### config.mk
export PLATFORM = sky130hd
export DESIGN_NAME = command_line_tokenizer
export DESIGN_NICKNAME = d
export VERILOG_FILES = /design/src/rtl/cltok_pkg.sv /design/src/rtl/cltok_core.sv /design/src/rtl/command_line_tokenizer.sv
export SDC_FILE = /design/constraint.sdc
export NUM_CORES = 1
export LEC_CHECK = 0
export ABC_AREA = 1
export ABC_CLOCK_PERIOD_IN_PS = 4200
export BUFFER_PORTS_ARGS = -buffer_cell sky130_fd_sc_hd__buf_2
export CORE_UTILIZATION = 60
export CTS_CLUSTER_DIAMETER = 80
export DETAILED_ROUTE_END_ITERATION = 8
export PLACE_DENSITY = 0.76
export SYNTH_ARGS = -nofsm -noshare
export SYNTH_HDL_FRONTEND = slang
export SYNTH_HIERARCHICAL = 1
export SYNTH_SLANG_ARGS = --single-unit
export TNS_END_PERCENT = 30
### constraint.sdc
create_clock -name clk -period 4.2 [get_ports clk]
set_input_delay 0.42 -clock clk [delete_from_list [all_inputs] [get_ports clk]]
set_output_delay 0.42 -clock clk [all_outputs]
set_load 0.05 [all_outputs]
### src/rtl/cltok_pkg.sv
// Shared types and character codes for the command line tokenizer.
// Used by cltok_core and command_line_tokenizer; depends on nothing else.
`timescale 1ns / 1ps
`default_nettype none

package cltok_pkg;

  localparam logic [7:0] CH_SPACE     = 8'h20;
  localparam logic [7:0] CH_QUOTE     = 8'h22;
  localparam logic [7:0] CH_BACKSLASH = 8'h5C;
  localparam logic [7:0] CH_LBRACKET  = 8'h5B;
  localparam logic [7:0] CH_RBRACKET  = 8'h5D;
  localparam logic [7:0] CH_LBRACE    = 8'h7B;
  localparam logic [7:0] CH_RBRACE    = 8'h7D;

  localparam logic KIND_BYTE  = 1'b0;
  localparam logic KIND_TOKEN = 1'b1;

  // Result queue: room for two items' worth of results.
  localparam int Q_DEPTH = 4;
  localparam int Q_AW    = $clog2(Q_DEPTH);
  localparam int Q_CW    = $clog2(Q_DEPTH + 1);

  typedef struct packed {
    logic        kind;
    logic [7:0]  char_out;
    logic [11:0] token_start;
    logic [12:0] token_end;
    logic        last_result;
  } result_t;

  // Results caused by one item: count is 0, 1 or 2, filled from res0.
  typedef struct packed {
    logic [1:0] count;
    result_t    res0;
    result_t    res1;
  } step_t;

endpackage

`default_nettype wire

### src/rtl/cltok_core.sv
// Tokenizer state and the per-byte step logic that forms up to two results.
// Depends on cltok_pkg.
`timescale 1ns / 1ps
`default_nettype none

module cltok_core #(
  parameter int LINE_MAX  = 4096,
  parameter int MAX_DEPTH = 255
) (
  input  wire logic          clk,
  input  wire logic          rst,
  input  wire logic          take,
  input  wire logic [7:0]    char_in,
  input  wire logic          line_end,
  output cltok_pkg::step_t   step
);

  localparam int POS_W = $clog2(LINE_MAX + 1);
  localparam int SP_W  = $clog2(LINE_MAX);
  localparam int DW    = $clog2(MAX_DEPTH + 1) + 1;

  localparam logic [POS_W-1:0]      POS_MAX  = POS_W'(LINE_MAX);
  localparam logic [POS_W-1:0]      POS_LAST = POS_W'(LINE_MAX - 1);
  localparam logic [SP_W-1:0]       SP_MAX   = SP_W'(LINE_MAX - 1);
  localparam logic signed [DW-1:0]  DEPTH_HI = DW'(MAX_DEPTH);
  localparam logic signed [DW-1:0]  DEPTH_LO = -DW'(MAX_DEPTH);

  logic [POS_W-1:0]     position, position_next;
  logic [SP_W-1:0]      start_pos, start_pos_next;
  logic                 start_valid, start_valid_next;
  logic                 token_nonempty, token_nonempty_next;
  logic                 in_quote, in_quote_next;
  logic                 escape_pending, escape_pending_next;
  logic signed [DW-1:0] nest_depth, nest_depth_next;

  logic               is_space;
  logic               append;
  logic               split;
  logic               flush;
  logic [SP_W-1:0]    sp_eff;
  logic               sv_eff;
  logic               ne_eff;
  logic [POS_W-1:0]   pos_inc;
  cltok_pkg::result_t byte_res;
  cltok_pkg::result_t split_res;
  cltok_pkg::result_t flush_res;
  cltok_pkg::result_t first_res;

  always_comb begin
    is_space = (char_in == cltok_pkg::CH_SPACE);

    sp_eff = start_pos;
    sv_eff = start_valid;
    if (!start_valid && !is_space) begin
      sp_eff = (position < POS_LAST) ? position[SP_W-1:0] : SP_MAX;
      sv_eff = 1'b1;
    end

    append              = 1'b0;
    split               = 1'b0;
    escape_pending_next = escape_pending;
    in_quote_next       = in_quote;
    nest_depth_next     = nest_depth;
    if (escape_pending) begin
      escape_pending_next = 1'b0;
      append              = 1'b1;
    end else if (char_in == cltok_pkg::CH_BACKSLASH && in_quote) begin
      escape_pending_next = 1'b1;
      append              = 1'b1;
    end else if (char_in == cltok_pkg::CH_QUOTE) begin
      in_quote_next = !in_quote;
      append        = 1'b1;
    end else if (!in_quote && (char_in == cltok_pkg::CH_LBRACKET ||
                               char_in == cltok_pkg::CH_LBRACE)) begin
      if (nest_depth < DEPTH_HI) begin
        nest_depth_next = nest_depth + DW'(1);
      end
      append = 1'b1;
    end else if (!in_quote && (char_in == cltok_pkg::CH_RBRACKET ||
                               char_in == cltok_pkg::CH_RBRACE)) begin
      if (nest_depth > DEPTH_LO) begin
        nest_depth_next = nest_depth - DW'(1);
      end
      append = 1'b1;
    end else if (!in_quote && nest_depth == '0 && is_space) begin
      split = token_nonempty;
    end else begin
      append = 1'b1;
    end

    // A splitting space closes the token; an appended byte opens or extends one.
    ne_eff = token_nonempty;
    if (split) begin
      ne_eff = 1'b0;
      sv_eff = 1'b0;
    end
    if (append) begin
      ne_eff = 1'b1;
    end

    pos_inc = (position < POS_MAX) ? position + POS_W'(1) : position;
    flush   = line_end && ne_eff;

    byte_res             = '0;
    byte_res.kind        = cltok_pkg::KIND_BYTE;
    byte_res.char_out    = char_in;

    split_res             = '0;
    split_res.kind        = cltok_pkg::KIND_TOKEN;
    split_res.token_start = 12'(sp_eff);
    split_res.token_end   = 13'(position);

    flush_res             = '0;
    flush_res.kind        = cltok_pkg::KIND_TOKEN;
    flush_res.token_start = 12'(sp_eff);
    flush_res.token_end   = 13'(pos_inc);
    flush_res.last_result = 1'b1;

    first_res             = split ? split_res : byte_res;
    first_res.last_result = !flush;

    step = '0;
    if (append || split) begin
      step.res0  = first_res;
      step.res1  = flush_res;
      step.count = flush ? 2'd2 : 2'd1;
    end else if (flush) begin
      step.res0  = flush_res;
      step.count = 2'd1;
    end

    position_next       = pos_inc;
    start_pos_next      = sp_eff;
    start_valid_next    = sv_eff;
    token_nonempty_next = ne_eff;
    if (line_end) begin
      position_next       = '0;
      start_pos_next      = '0;
      start_valid_next    = 1'b0;
      token_nonempty_next = 1'b0;
      in_quote_next       = 1'b0;
      escape_pending_next = 1'b0;
      nest_depth_next     = '0;
    end
  end

  always_ff @(posedge clk) begin
    if (rst) begin
      position       <= '0;
      start_pos      <= '0;
      start_valid    <= 1'b0;
      token_nonempty <= 1'b0;
      in_quote       <= 1'b0;
      escape_pending <= 1'b0;
      nest_depth     <= '0;
    end else if (take) begin
      position       <= position_next;
      start_pos      <= start_pos_next;
      start_valid    <= start_valid_next;
      token_nonempty <= token_nonempty_next;
      in_quote       <= in_quote_next;
      escape_pending <= escape_pending_next;
      nest_depth     <= nest_depth_next;
    end
  end

`ifndef SYNTHESIS
  a_line_end_clears: assert property (@(posedge clk) disable iff (rst)
    take && line_end |=> position == '0 && !in_quote && !escape_pending &&
                         nest_depth == '0 && !token_nonempty)
    else $error("state not cleared after the final byte of a line");

  a_depth_bounds: assert property (@(posedge clk) disable iff (rst)
    nest_depth <= DEPTH_HI && nest_depth >= DEPTH_LO)
    else $error("bracket depth out of range");

  a_position_bound: assert property (@(posedge clk) disable iff (rst)
    position <= POS_MAX && (!token_nonempty || start_valid))
    else $error("position overflow or token without a start");
`endif

endmodule

`default_nettype wire

### src/rtl/command_line_tokenizer.sv
// An item's results enter the result queue as it is taken and are readable in the next cycle.
// Throughput: one item per cycle while each item gives at most one result and results are
// taken as offered; an item that gives a byte and a finished token puts two results in the queue.
// The four-entry result queue sets the rate: an item is taken while at least two entries are free.
// Synchronous active-high reset clears the tokenizer state and empties the queue.
// Depends on cltok_pkg and cltok_core.
`timescale 1ns / 1ps
`default_nettype none

module command_line_tokenizer #(
  parameter int LINE_MAX  = 4096,
  parameter int MAX_DEPTH = 255
) (
  input  wire logic        clk,
  input  wire logic        rst,
  input  wire logic        char_valid,
  output logic             char_ready,
  input  wire logic [7:0]  char_in,
  input  wire logic        line_end,
  output logic             result_valid,
  input  wire logic        result_ready,
  output logic             kind,
  output logic [7:0]       char_out,
  output logic [11:0]      token_start,
  output logic [12:0]      token_end,
  output logic             last_result
);

  localparam int QA = cltok_pkg::Q_AW;
  localparam int QC = cltok_pkg::Q_CW;

  logic               take;
  logic               pop;
  cltok_pkg::step_t   step;
  cltok_pkg::result_t queue [cltok_pkg::Q_DEPTH];
  cltok_pkg::result_t head_res;
  logic [QA-1:0]      head, head_next;
  logic [QA-1:0]      tail, tail_next;
  logic [QA-1:0]      tail_plus;
  logic [QC-1:0]      count, count_next;
  logic [QC-1:0]      pushed;

  cltok_core #(
    .LINE_MAX  (LINE_MAX),
    .MAX_DEPTH (MAX_DEPTH)
  ) u_core (
    .clk      (clk),
    .rst      (rst),
    .take     (take),
    .char_in  (char_in),
    .line_end (line_end),
    .step     (step)
  );

  assign char_ready   = (count <= QC'(cltok_pkg::Q_DEPTH - 2));
  assign take         = char_valid && char_ready;
  assign result_valid = (count != '0);
  assign pop          = result_valid && result_ready;

  assign head_res    = queue[head];
  assign kind        = head_res.kind;
  assign char_out    = head_res.char_out;
  assign token_start = head_res.token_start;
  assign token_end   = head_res.token_end;
  assign last_result = head_res.last_result;

  always_comb begin
    pushed     = take ? QC'(step.count) : '0;
    tail_plus  = tail + QA'(1);
    tail_next  = tail + QA'(pushed);
    head_next  = pop ? head + QA'(1) : head;
    count_next = count + pushed - (pop ? QC'(1) : QC'(0));
  end

  always_ff @(posedge clk) begin
    if (rst) begin
      head  <= '0;
      tail  <= '0;
      count <= '0;
    end else begin
      head  <= head_next;
      tail  <= tail_next;
      count <= count_next;
    end
  end

  always_ff @(posedge clk) begin
    if (take && step.count != 2'd0) begin
      queue[tail] <= step.res0;
    end
    if (take && step.count == 2'd2) begin
      queue[tail_plus] <= step.res1;
    end
  end

`ifndef SYNTHESIS
  a_queue_bound: assert property (@(posedge clk) disable iff (rst)
    count <= QC'(cltok_pkg::Q_DEPTH))
    else $error("result queue overflow");

  a_byte_fields: assert property (@(posedge clk) disable iff (rst)
    result_valid && kind == cltok_pkg::KIND_BYTE |-> token_start == '0 && token_end == '0)
    else $error("byte result carries token positions");

  a_token_fields: assert property (@(posedge clk) disable iff (rst)
    result_valid && kind == cltok_pkg::KIND_TOKEN |-> char_out == '0)
    else $error("token result carries a byte");
`endif

endmodule

`default_nettype wire
==> reports/results.txt, run 1 <==
Status: complete, no violations
Gr usage total: 32.2%
Cells after Synth: 1401
Hold crit path type: in2reg
Initial antenna violation count: 0
Mean Syn Cell Area: 7.63 µm²
Remaining DRCs: 0
Post-Route WL: 28700 µm
Hold slack: 291 ps
Syn. warnings: 6
Worst skew pair latency: 440 ps
R2R Setup Slk: 910 ps
Die W: 135 µm
Worst IR drop on VDD: 0.340 mV
Slew headroom: 37.3%
Post-CTS Setup Inserts: 0
H-tree levels: 4
Core ar.: 17400 µm²
CTS buffer count: 17
Number of global-route vias before repair: 9042
Fin cells: 1643
Max-Cap Viols: 0
Remaining Overflow, GRT: 0
HPWL after DPL: 17000 µm
Worst Setup Path Type: reg2reg
RSZ-0062 raised after global routing: false
Achievable frequency: 0.304 GHz
CTS clk-pin slew, worst paths: 70 ps
Hold Path Depth: 3
R2R Path Start: u_core/nest_depth[8]$_SDFFE_PP0P_
Share of layout cells above drive strength 1: 8.96%
Row Count: 48
CP startpoint: u_core/nest_depth[8]$_SDFFE_PP0P_
Syn Std Cell Area: 10700 µm²
Vias: 9599
Yosys reg bits: 187
# setup viols final: 0
Die area: 18400 µm²
Critical Path AT: 3590 ps
Die H: 135 µm
Power per cell area: 513 nW/µm²
Async S/R FF share, synth: 0%
WL per Instance: 17.5 µm
Leak: 4.90 nW
CP max FO: 99
CTS Sinks: 187
# placed instances: 1611
Root buffer cell: clkbuf_16
Reg2reg path depth: 13
Number of flops mapped to enable cells by yosys: 140
Minimum clock period: 3290 ps
Final ANT Viol Nets: 0
CP required: 4500 ps
CTS max path bufs: 2
Worst setup EP type: flip-flop
Worst-Margin Slew: 941 ps
Seq/Total Area, Yosys: 48.1%
First-pass GRT wire length: 45100 µm
Area growth from synthesis to layout: 7.98%
CTS tree: done
Fin crit share: 78.2%
Top_reg_cell synth: edfxtp_1
DR vias/cell: 5.84
Global placement routability congestion: 0.886
Pins Over Slew Limit: 0
Crit path capture: queue[2][17]$_DFFE_PP_
Diode count: 0
First DRT Iteration DRCs: 1131
Cts hold-fix bufs: 0
Final Util: 66.5%
Final-layout fill cell count: 1484
Final nets: 1433
Ports: 50
Largest net degree at the start of global routing: 100
Synth unique cells: 38
Reg-to-Reg End: queue[2][17]$_DFFE_PP_
Post_cts resized: 0
Initial core utilization: 61.6%
IO Port Bufs: 49
DR pass1 iterations: 8
Post-route clock skew: 8.29 ps
Critical Path Start Type: flip-flop
Final Hold Vio Count: 0
Setup TNS: 0 ps
==> state kept, by name (all words and copies together), names as in the netlist, named ones only <==
| register | cells |
|---|---|
| queue | 140 |
| u_core/position | 13 |
| u_core/start_pos | 12 |
| u_core/nest_depth | 9 |
| count | 3 |
| head | 2 |
| tail | 2 |
| u_core/escape_pending | 1 |
| u_core/in_quote | 1 |
| u_core/start_valid | 1 |
| u_core/token_nonempty | 1 |
==> report_power, final <==
group	internal, mW	switching [mW]	leakage [nW]
Combinational	0.434	1.58	2.92
Clock	0.901	0.762	0.291
Sequential	2.18	0.0673	1.69
Total	3.51	2.40	4.90
==> synthesized netlist by cell type (3+ instances only) <==
master    instances  area, µm²
buf_2            29        145
dfxtp_1          47        941
nand3_1         187        936
edfxtp_1        140       4200
a21oi_1          41        205
or2_2             4       25.0
ha_1             13        163
buf_4            19        143
o21ai_0          75        375
nand4_1          10       62.6
o22ai_1          37        231
xor2_1           10       87.6
or2_1             9       56.3
nor2_1          167        627
nand3b_1          4       30.0
clkinv_1          4       15.0
nor2_2            5       31.3
inv_1            77        289
buf_6             3       33.8
clkbuf_1         42        158
nand2_1         444       1670
nand2_2           6       37.5
nor3_1            6       30.0
==> worst min-delay path by stage <==
stage / slack [ps] / from / end
after global routing: 310 / result_ready / head[1]$_SDFFE_PP0P_
after floorplan: 440 / u_core/start_pos[10]$_SDFFE_PP0P_ / u_core/start_pos[10]$_SDFFE_PP0P_
after global placement: 450 / u_core/start_pos[7]$_SDFFE_PP0P_ / u_core/start_pos[7]$_SDFFE_PP0P_
after CTS: 280 / result_ready / head[1]$_SDFFE_PP0P_
final: 290 / result_ready / head[1]$_SDFFE_PP0P_
after detailed placement: 450 / u_core/start_pos[1]$_SDFFE_PP0P_ / u_core/start_pos[1]$_SDFFE_PP0P_
==> critical path, cell delays in order, from the launching register on <==
cell and delay (ps):
dfxtp_1 380, nor2_1 180, nand4_1 110, nor2_1 100, nand2_1 70, nor2_2 120, nand2_1 230, ha_1 450
inv_1 110, nand2_1 90, nor2_4 220, buf_4 750, nand3_1 170, nand2_1 120
==> cells by family after synthesis <==
logic type | count (synthesis) | share of synthesized area (%)
XOR/XNOR | 12 | 0.983
AO/OA/AOI/OAI | 161 | 8.14
adder cells (fa/ha/maj) | 15 | 1.90
flip-flops | 187 | 48.1
buffers and inverters | 177 | 7.43
AND/OR/NAND/NOR | 848 | 33.4
other | 1 | 0.0351
==> per-layer routing <==
metal  track usage [%]  vias to the layer above  part of all wire [%]
li1                  -                     4647                     -
met1              39.6                     4395                    40
met2              55.6                      474                    49
met3              5.95                       83                   8.6
met4              13.3                        0                   2.8
met5                 0                        -                     0
==> cells in the final DEF, fill, tap and decap left out, types with 2 or more instances in the layout <==
cell | synthesis | final
nand3b_1 | 4 | 4
nor3_1 | 6 | 6
nand3_2 | 2 | 2
nor2_4 | 2 | 2
clkbuf_16 | 0 | 17
dfxtp_1 | 47 | 46
edfxtp_1 | 140 | 140
o21ai_0 | 75 | 75
o22ai_1 | 37 | 37
nand2_1 | 444 | 444
conb_1 | 1 | 8
buf_2 | 29 | 49
fa_1 | 2 | 2
xor2_1 | 10 | 10
nor2_1 | 167 | 166
nand2_2 | 6 | 6
clkinvlp_4 | 0 | 2
or2_1 | 9 | 9
nand3_1 | 187 | 187
a21oi_1 | 41 | 41
nand4_1 | 10 | 10
inv_8 | 0 | 3
or2_2 | 4 | 4
clkinv_1 | 4 | 5
nor2_2 | 5 | 6
bufinv_16 | 0 | 2
ha_1 | 13 | 13
inv_1 | 77 | 77
inv_6 | 0 | 3
clkinv_4 | 0 | 3
inv_2 | 2 | 2
xnor2_1 | 2 | 2
o21ai_1 | 2 | 2
o21bai_1 | 2 | 2
buf_4 | 19 | 23
==> area by class of cell <==
cell class | instances | area [µm²] | area share, %
clock buffers | 17 | 425 | 3.69
repair buffers | 72 | 418 | 3.62
clock inverters | 15 | 181 | 1.57
flip-flops and latches | 187 | 5150 | 44.6
well taps | 225 | 282 | 2.44
inverters | 83 | 312 | 2.70
multi-input cells | 1044 | 4780 | 41.4
==> stage by stage <==
stage / power, mW / setup WS, ps / area [µm²]
floorplan: 3.77 / 613 / 10700
global placement: 4.25 / 776 / 10900
detailed placement: 4.28 / 629 / 10900
CTS: 5.90 / 987 / 11500
global route: 6.15 / 725 / 11500
finish: 5.92 / 914 / 11500
Note: power is estimated with default switching activity, not from simulation.
==> run 2: changes to the inputs <==
- ABC_AREA: 1 -> 0
- ABC_CLOCK_PERIOD_IN_PS: 4200 -> 2900
- CORE_UTILIZATION: 60 -> 56
- PLACE_DENSITY: 0.76 -> 0.75
- clock period: 4.2 -> 2.9 ns (I/O delays scaled with it)
==> run 2 against run 1 <==
Compared with the run above: the flow now finishes with violations (setup timing); via count decreased by 31%; non-clock buffer count increased by 43; utilization increased by 0.22 points; worst hold slack got worse by 19 ps; area after synthesis decreased by 4.9%; first-iteration DRC count decreased by 62%; register-to-register slack got worse by 970 ps; largest power group unchanged; global-route usage decreased by 6.5 points; count of clock-buffer cells in the layout increased by 3; clock power increased by 30%; maximum frequency increased by 11%; routed wire length decreased by 22%.
==> reports/results.txt, run 2 <==
Status: finished with violations
Failing checks: setup timing
Area growth from synthesis to layout: 15.1%
Final nets: 889
Max-Cap Viols: 0
Sequential standard cell area: 5150 µm²
Root buffer cell: clkbuf_16
Top flop regs: queue (140), u_core/position (13), u_core/start_pos (12)
IO Port Bufs: 49
Worst Setup Path Type: reg2reg
Syn. warnings: 6
CTS clk-pin slew, worst paths: 60 ps
CTS max path bufs: 2
Setup TNS: -438 ps
Number of global-route vias before repair: 6847
Multi-input logic area: 4750 µm²
Cells after Synth: 780
Final ANT Viol Nets: 0
DR pass1 iterations: 5
Remaining DRCs: 0
Post-Route WL: 22400 µm
CP required: 3200 ps
P_sw: 2.80 mW
Largest net degree at the start of global routing: 36
Gr usage total: 25.7%
Worst IR drop on VDD: 0.470 mV
Mean Syn Cell Area: 13.0 µm²
Row Count: 48
Number of flops mapped to enable cells by yosys: 140
Hold crit path type: in2reg
Cts hold-fix bufs: 0
Commonest non-fill, non-tap cells in the layout: 140 x edfxtp_1, 91 x nor2_1, 90 x mux2_2, 50 x buf_4, 49 x buf_2
Number of flip-flops in the largest register: 140
Fin crit share: 102%
Initial antenna violation count: 1
Syn Std Cell Area: 10200 µm²
H-tree levels: 4
Yosys reg bits: 187
CTS buffer count: 17
Slowest CP cell: or3_4
First DRT Iteration DRCs: 430
Remaining Overflow, GRT: 0
Synth top area share: 41.3%
Synth unique cells: 61
Vias: 6655
Hold Path Depth: 5
Core ar.: 17500 µm²
Critical Path AT: 3260 ps
Leak: 4.61 nW
Register share of total power: 40.6%
Hold Startpoint: char_in[5]
WL per Instance: 20.4 µm
Worst-path cell chain: nor4_4, nand4b_1, or3_4, ha_4, and3_4, inv_2, ha_4, inv_4, ha_4, inv_2, fa_2, xnor2_2, xnor2_1, nor2_1
Switching Fraction: 35.0%
Post-route clock skew: 11.7 ps
Cell accounting for the most synthesized area: edfxtp_1
Die area: 18700 µm²
P_int: 5.19 mW
R2R Setup Slk: -60 ps
# setup viols final: 27
Most frequent cell after synthesis: edfxtp_1
Reg2reg path depth: 14
HPWL after DPL: 14800 µm
DR vias/cell: 6.05
CTS Sinks: 187
Die H: 137 µm
Clock share of power: 27.1%
CP dominant cell by count: ha_4
Share of layout cells above drive strength 1: 38.6%
Combinational share of power: 32.3%
Async S/R FF share, synth: 0%
First-pass GRT wire length: 35700 µm
Top_reg_cell synth: edfxtp_1
Minimum clock period: 2960 ps
Achievable frequency: 0.338 GHz
Power per cell area: 683 nW/µm²
Commonest non-fill, non-tap cell in the layout: edfxtp_1
CP max FO: 2
Hold slack: 271 ps
Reg-to-Reg End: count[2]$_SDFF_PP0_
Synth area leaders: edfxtp_1 41%, mux2_2 10%, dfxtp_1 9.3%
Seq/Total Area, Yosys: 50.6%
Final-layout fill cell count: 1229
CTS tree: done
PnR worst setup slack: -56.0 ps
Critical Path Start Type: flip-flop
Worst skew pair latency: 430 ps
Top reg by flops: queue
Global placement routability congestion: 0.842
Worst setup EP type: flip-flop
Most instantiated cells after synthesis: 140 x edfxtp_1, 92 x nor2_1, 90 x mux2_2
Slew headroom: 34.5%
Ports: 50
Worst min-delay path endpoint: u_core/escape_pending$_SDFFE_PP0P_
Initial core utilization: 58.0%
RSZ-0062 raised after global routing: true
Critical Path Max Stage Delay: 410 ps
Pins Over Slew Limit: 0
R2R Path Start: u_core/nest_depth[7]$_SDFFE_PP0P_
Final Hold Vio Count: 0
Worst-Margin Slew: 980 ps
Die W: 137 µm
run 2: cell count changes after synthesis, sizes merged, moves of 37 or more:
| cell | before | now |
|---|---|---|
| inv | 79 | 13 |
| mux2 | 0 | 140 |
| nand2 | 450 | 36 |
| nand3 | 189 | 4 |
| nor2 | 174 | 94 |
| o21ai | 77 | 33 |
| o22ai | 37 | 0 |
run 2: power groups by stage:
stage | Sequential [mW] | Combinational [mW] | Clock [mW]
floorplan | 3.24 | 1.97 | 0
global placement | 3.28 | 2.50 | 0
detailed placement | 3.30 | 2.53 | 0
CTS | 3.25 | 2.59 | 2.19
global route | 3.27 | 2.74 | 2.29
finish | 3.24 | 2.58 | 2.16
run 2: area by class of cell:
cell class	instances	area share [%]
diodes	1	0.0214
clock buffers	20	3.73
clock inverters	12	0.845
inverters	13	0.438
multi-input cells	527	40.6
flip-flops and latches	187	44.0
well taps	225	2.41
repair buffers	115	7.97
run 2: what timing repair did:
action | CTS | global route
resized for setup | 14 | 4
endpoints found under the setup margin | 140 | 214
pin swaps | 9 | 10
setup buffers | 2 | 1
run 2: logic make-up (layout without fill, tap and decap cells):
group	Yosys count	after routing	synth area share, %
AOI/OAI and AO/OA	90	90	5.75
xor gates and xnor gates	23	23	1.98
adders and majority gates	15	15	1.99
buffers and inverters	73	160	4.22
DFF	187	187	50.6
muxes	175	175	24.4
other	1	9	0.0369
and+or+nand+nor	216	216	11.0
run 2: per-stage QoR:
step	instances	power (mW)	setup slack, ps	utilization [%]	area, µm²
finish	1100	7.99	-56.0	66.7	11700
global route	1099	8.30	-170	66.7	11700
CTS	1098	8.03	-151	66.6	11700
detailed placement	1064	5.83	-206	63.1	11100
global placement	1064	5.78	-181	63.1	11100
floorplan	787	5.21	-334	-	10300
run 2: worst max path at each step:
| stage | start | end | slack [ps] | cells after the start |
|---|---|---|---|---|
| finish | u_core/nest_depth[7]$_SDFFE_PP0P_ | count[2]$_SDFF_PP0_ | -60 | 14 |
| global route | u_core/nest_depth[7]$_SDFFE_PP0P_ | count[2]$_SDFF_PP0_ | -170 | 14 |
| CTS | u_core/nest_depth[4]$_SDFFE_PP0P_ | count[2]$_SDFF_PP0_ | -150 | 14 |
| detailed placement | char_in[4] | count[2]$_SDFF_PP0_ | -210 | 15 |
| global placement | char_in[4] | count[2]$_SDFF_PP0_ | -180 | 15 |
| floorplan | u_core/nest_depth[7]$_SDFFE_PP0P_ | queue[1][0]$_DFFE_PP_ | -330 | 7 |
run 2: routing by layer:
metal  vias to the layer above  global-route usage (%)  part of all wire, %
met2                       186                    45.6                   53
li1                       3072                       -                    -
met3                        42                    3.52                  3.6
met4                         0                    10.6                  2.4
met1                      3355                    31.4                   41
met5                         -                       0                    0
run 2: worst max-delay path, delay by kind of cell, from the launching register on:
family	cells	cell delay, ps
xor+xnor	2	280
fa+ha+maj	4	950
buf+inv	3	120
flops	1	330
simple gates	5	1150
